==> config.mk <==
export PLATFORM = sky130hd
export DESIGN_NAME = mbt_mod
export DESIGN_NICKNAME = d
export VERILOG_FILES = /design/src/hdl/mbt_pkg.sv /design/src/hdl/mbt_mod.sv
export SDC_FILE = /design/constraint.sdc
export NUM_CORES = 1
export LEC_CHECK = 0
export ABC_AREA = 1
export BUFFER_PORTS_ARGS = -buffer_cell sky130_fd_sc_hd__buf_2
export CORE_AREA = 4 4 64 66
export DETAILED_ROUTE_END_ITERATION = 10
export DIE_AREA = 0 0 68 70
export GPL_TIMING_DRIVEN = 0
export PLACE_DENSITY = 0.72
export SETUP_SLACK_MARGIN = 0.02
export SYNTH_ARGS = -nofsm -noshare
export SYNTH_HDL_FRONTEND = slang
export SYNTH_SLANG_ARGS = --single-unit
==> constraint.sdc <==
create_clock -name clk_i -period 2.2 [get_ports clk_i]
set_input_delay 0.22 -clock clk_i [delete_from_list [all_inputs] [get_ports clk_i]]
set_output_delay 0.22 -clock clk_i [all_outputs]
set_load 0.02 [all_outputs]
==> src/hdl/mbt_pkg.sv <==
// shared constants, types and helper functions for the maze backtracker
// no dependencies; used by every module of the block by scoped names
`default_nettype none

package mbt_pkg;

  localparam int GRID_MAX = 32;
  localparam int LINE_W   = $clog2(GRID_MAX);
  localparam int NSZ_W    = LINE_W + 1;
  localparam int SQ_W     = 2 * NSZ_W;
  localparam int CELLS    = GRID_MAX * GRID_MAX;
  localparam int ADDR_W   = $clog2(CELLS);
  localparam int DEPTH_W  = ADDR_W + 1;
  localparam int CFG_W    = 6;
  localparam int COORD_W  = 5;
  localparam int RAND_W   = 16;
  localparam int CNT_W    = $clog2(RAND_W);
  localparam int EPOCH_W  = 4;

  localparam logic [EPOCH_W-1:0] EPOCH_MAX  = '1;
  localparam logic [CFG_W-1:0]   GRID_RESET = 6'd16;

  typedef enum logic [1:0] {
    WK_RIGHT  = 2'd0,
    WK_BOTTOM = 2'd1,
    WK_ENTRY  = 2'd2,
    WK_EXIT   = 2'd3
  } wall_kind_e;

  typedef enum logic {
    OP_START = 1'b0,
    OP_CARVE = 1'b1
  } op_e;

  typedef struct packed {
    logic               rd_en;
    logic [ADDR_W-1:0]  rd_addr_a;
    logic [ADDR_W-1:0]  rd_addr_b;
    logic               wr_en;
    logic [ADDR_W-1:0]  wr_addr;
    logic [EPOCH_W-1:0] wr_tag;
    logic               clear;
  } vis_req_t;

  typedef struct packed {
    logic              rd_en;
    logic [ADDR_W-1:0] rd_addr;
    logic              wr_en;
    logic [ADDR_W-1:0] wr_addr;
    logic [ADDR_W-1:0] wr_data;
  } stk_req_t;

  typedef struct packed {
    logic              start;
    logic [RAND_W-1:0] dividend;
    logic [NSZ_W-1:0]  divisor;
  } mod_req_t;

  typedef struct packed {
    logic             done;
    logic [NSZ_W-1:0] rem;
  } mod_rsp_t;

  // register value clamped to the supported grid sizes
  function automatic logic [NSZ_W-1:0] eff_size(input logic [CFG_W-1:0] g);
    logic [NSZ_W-1:0] n;
    if (int'(g) < 2) begin
      n = NSZ_W'(2);
    end else if (int'(g) > GRID_MAX) begin
      n = NSZ_W'(GRID_MAX);
    end else begin
      n = NSZ_W'(g);
    end
    return n;
  endfunction

  function automatic logic [ADDR_W-1:0] cell_addr(input logic [LINE_W-1:0] l,
                                                  input logic [LINE_W-1:0] c);
    return {l, c};
  endfunction

  // 4 == 1 mod 3, so base-4 digits fold down by plain addition
  function automatic logic [1:0] mod3(input logic [RAND_W-1:0] v);
    logic [5:0] s;
    logic [3:0] t;
    s = '0;
    for (int i = 0; i < RAND_W / 2; i++) begin
      s = s + 6'(v[2*i +: 2]);
    end
    t = 4'(s[5:4]) + 4'(s[3:2]) + 4'(s[1:0]);
    if (t >= 4'd6) t = t - 4'd6;
    if (t >= 4'd3) t = t - 4'd3;
    return t[1:0];
  endfunction

endpackage

`default_nettype wire

==> src/hdl/mbt_mod.sv <==
// serial restoring remainder unit, one dividend bit per cycle
// used for the exit column; uses mbt_pkg
`default_nettype none

module mbt_mod (
  input  wire logic              clk_i,
  input  wire logic              rst_ni,
  input  wire mbt_pkg::mod_req_t req_i,
  output mbt_pkg::mod_rsp_t      rsp_o
);

  logic                             busy_q;
  logic                             done_q;
  logic [mbt_pkg::CNT_W-1:0]        cnt_q;
  logic [mbt_pkg::RAND_W-1:0]       dvd_q;
  logic [mbt_pkg::NSZ_W-1:0]        dvs_q;
  logic [mbt_pkg::NSZ_W-1:0]        rem_q;
  logic [mbt_pkg::NSZ_W-1:0]        rem_d;
  logic [mbt_pkg::NSZ_W:0]          trial;

  always_comb begin
    trial = {rem_q, dvd_q[mbt_pkg::RAND_W-1]};
    if (trial >= {1'b0, dvs_q}) begin
      rem_d = mbt_pkg::NSZ_W'(trial - {1'b0, dvs_q});
    end else begin
      rem_d = mbt_pkg::NSZ_W'(trial);
    end
  end

  always_ff @(posedge clk_i or negedge rst_ni) begin
    if (!rst_ni) begin
      busy_q <= 1'b0;
      done_q <= 1'b0;
      cnt_q  <= '0;
    end else begin
      done_q <= 1'b0;
      if (req_i.start) begin
        busy_q <= 1'b1;
        cnt_q  <= mbt_pkg::CNT_W'(mbt_pkg::RAND_W - 1);
      end else if (busy_q) begin
        cnt_q <= cnt_q - 1'b1;
        if (cnt_q == '0) begin
          busy_q <= 1'b0;
          done_q <= 1'b1;
        end
      end
    end
  end

  always_ff @(posedge clk_i) begin
    if (req_i.start) begin
      dvd_q <= req_i.dividend;
      dvs_q <= req_i.divisor;
      rem_q <= '0;
    end else if (busy_q) begin
      dvd_q <= dvd_q << 1;
      rem_q <= rem_d;
    end
  end

  assign rsp_o.done = done_q;
  assign rsp_o.rem  = rem_q;

endmodule

`default_nettype wire

==> results_dict.tcl <==
set metrics [dict create \
    vias_per_cell 4.62 \
    wl_met2_mm 1.38 \
    whs_ps 61.3 \
    finClkSkew_ps 6.72 \
    ys_warn_count 0 \
    ant_nets 0 \
    place.detailed.instances 276 \
    die_w_um 68 \
    rows 22 \
    maxSlewHeadroom 0.622 \
    path_clk_slew_ps 100 \
    start_kind "flop" \
    crit_type "flop to flop" \
    grt_use_total 0.139 \
    insertion_delay_ps 330 \
    grt_max_degree 17 \
    cts.sink_count 34 \
    netlist_instances 197 \
    drive_gt1_frac 0.219 \
    hp-class "input pin to flop" \
    nNetsFinal 270 \
    m1WireLength_mm 1.40 \
    dr.max_layer_used "met4" \
    layout_commonest_cell "nand2_1" \
    vdd_drop_max_v 0.000513 \
    dieArea_um2 4760 \
    fin_cells 285 \
    worstPathRequired_ps 2430 \
    port_buffers 31 \
    mostFrequentLayoutCells "80 x nand2_1, 33 x buf_2, 22 x edfxtp_1" \
    dp_hpwl_mm 2.29 \
    area_delta_synth_final_pct 17.4 \
    synth_seq_area_share 0.536 \
    pwr-share-comb 0.386 \
    syn_area_um2 1740 \
    crit_arrival_ps 1920 \
    status "finished, final reports clean" \
    cts_resized 0 \
    grt_antenna_before_repair 0 \
    die_height_um 70 \
    vias 1318 \
    fmax_mhz 595 \
    routed_wl_mm 2.96 \
    period_needed_ps 1680 \
    grt_pass1_vias 1215 \
    avgSynthCellArea_um2 8.81 \
    root_buffer "clkbuf_4" \
    yosys_register_bits 34 \
    p_sw_w 0.000766 \
    clkPwrFrac 0.211 \
    internal_power_w 0.00133 \
    htreeDepth 2 \
    slew_violations 0 \
    crit_fanout 2 \
    grt.overflow.total 0 \
    hold_viol 0 \
    powerDensity_nw_per_um2 1030 \
    postCtsHoldBufs 1 \
    final.period_utilization 0.764 \
    clockBufferDepth 2 \
    wire_per_inst_um 10.4 \
    switching_share 0.366 \
    tightest_slew_ps 566 \
    gp_congestion 0.804 \
    grt_first_pass_wirelength_mm 5.02 \
    cts_tree "done" \
    setup_violations 0 \
    firstDrtPassIters 4 \
    end_kind "flop" \
    cts_buffers 5 \
    syn-num-nets 231 \
    drt_iter0_drc 78 \
    io_pins 32 \
    core_um2 3580 \
    post_cts_buffers 0 \
    p_leak_nw 1.05 \
    start_util 0.485 \
    num_antenna_cells 0 \
    maxCapViolCount 0 \
    synth.distinct_cells 29 \
    rsz0062_at_grt "no" \
    drc_errors 0 \
    p_seq_frac 0.403 \
    fin_tns_setup_ps 0 \
    dr_wl_met3_um 148 \
]
==> Yosys cell counts <==
library cell / n / area, um2
o21ai_1: 2 / 10.0
xnor2_1: 1 / 8.76
nor2_1: 8 / 30.0
xor2_1: 1 / 8.76
nand4_1: 1 / 6.26
nand3_1: 12 / 60.1
nand2_2: 3 / 18.8
inv_2: 2 / 7.51
inv_1: 20 / 75.1
a21oi_1: 4 / 20.0
dfrtp_1: 6 / 150
buf_2: 2 / 10.0
nor3b_1: 1 / 7.51
ha_1: 8 / 100
edfxtp_1: 22 / 661
nand3b_1: 5 / 37.5
o21ai_0: 2 / 10.0
nor2_2: 1 / 6.26
nand2_4: 1 / 11.3
dfxtp_1: 6 / 120
nand2_1: 80 / 300
buf_4: 1 / 7.51
clkinv_1: 2 / 7.51
clkbuf_1: 1 / 3.75
a22oi_1: 1 / 7.51
fa_1: 1 / 20.0
nor2_4: 1 / 11.3
nand3_2: 1 / 10.0
a21oi_2: 1 / 8.76
==> state kept, by name, indices dropped and copies added, names as in the netlist <==
| name | flops |
|---|---|
| cnt_q | 4 |
| rem_q | 6 |
| dvd_q | 16 |
| done_q | 1 |
| dvs_q | 6 |
| busy_q | 1 |
==> path summary, 6_finish.rpt <==
kind                          start       end  slack [ps]  cells after the start
min in group asynchronous    rst_ni  cnt_q[0]         230                      2
max                        dvs_q[0]  rem_q[4]         520                      9
min                        req_i[5]  dvs_q[5]          60                      1
max reg2reg                dvs_q[0]  rem_q[4]         520                      9
max in group asynchronous    rst_ni    busy_q        1830                      2
min reg2reg                cnt_q[3]  cnt_q[3]         480                      1
==> kinds of logic (layout without fill, tap and decap cells) <==
logic type | after synthesis | in the layout | share of synthesized area
simple gates | 114 | 114 | 0.288
flops | 34 | 34 | 0.536
xor+xnor | 2 | 2 | 0.0101
fa+ha+maj | 9 | 9 | 0.0692
buf+inv | 28 | 68 | 0.0642
compound gates | 10 | 10 | 0.0324
==> worst max-delay path, cell delays in order (launching register included) <==
cell and delay, ps:
edfxtp_1 430, ha_1 220, fa_1 400, nand3b_1 190, nand2_1 80, nand2_1 40, nand2_1 50, nand2_1 50
nand3_1 80, nand2_1 40
==> cell type report <==
cell class | count | area, um2
multi-input combinational | 135 | 693
sequential | 34 | 931
tap | 48 | 60.1
clock inverter | 3 | 40.0
inverter | 24 | 90.1
timing repair buffer | 32 | 165
fill | 337 | 1540
buffer | 4 | 21.3
clock buffer | 5 | 37.5
==> per-stage QoR <==
| stage | setup WS [ps] | power [W] | cell area (um2) | util |
|---|---|---|---|---|
| 6_report | 518 | 0.00209 | 2040 | 0.570 |
| 5_1_grt | 405 | 0.00228 | 2040 | 0.570 |
| 4_1_cts | 506 | 0.00212 | 2040 | 0.570 |
| 3_3_place_gp | 493 | 0.00167 | 1950 | 0.545 |
| 3_5_place_dp | 487 | 0.00167 | 1950 | 0.545 |
| 2_1_floorplan | 587 | 0.00148 | 1740 | - |
==> per-layer routing <==
metal / track usage / vias to the layer above
li1: - / 709
met1: 0.172 / 578
met2: 0.219 / 27
met3: 0.0482 / 4
met4: 0.0530 / 0
met5: 0 / -
==> power by group through the flow <==
| stage | logic (W) | registers (W) | clock network, W |
|---|---|---|---|
| floorplan | 0.000570 | 0.000910 | 0 |
| global placement | 0.000808 | 0.000857 | 0 |
| detailed placement | 0.000814 | 0.000859 | 0 |
| CTS | 0.000819 | 0.000845 | 0.000455 |
| global route | 0.000930 | 0.000860 | 0.000487 |
| finish | 0.000809 | 0.000844 | 0.000441 |
(Power assumes the default switching activity.)
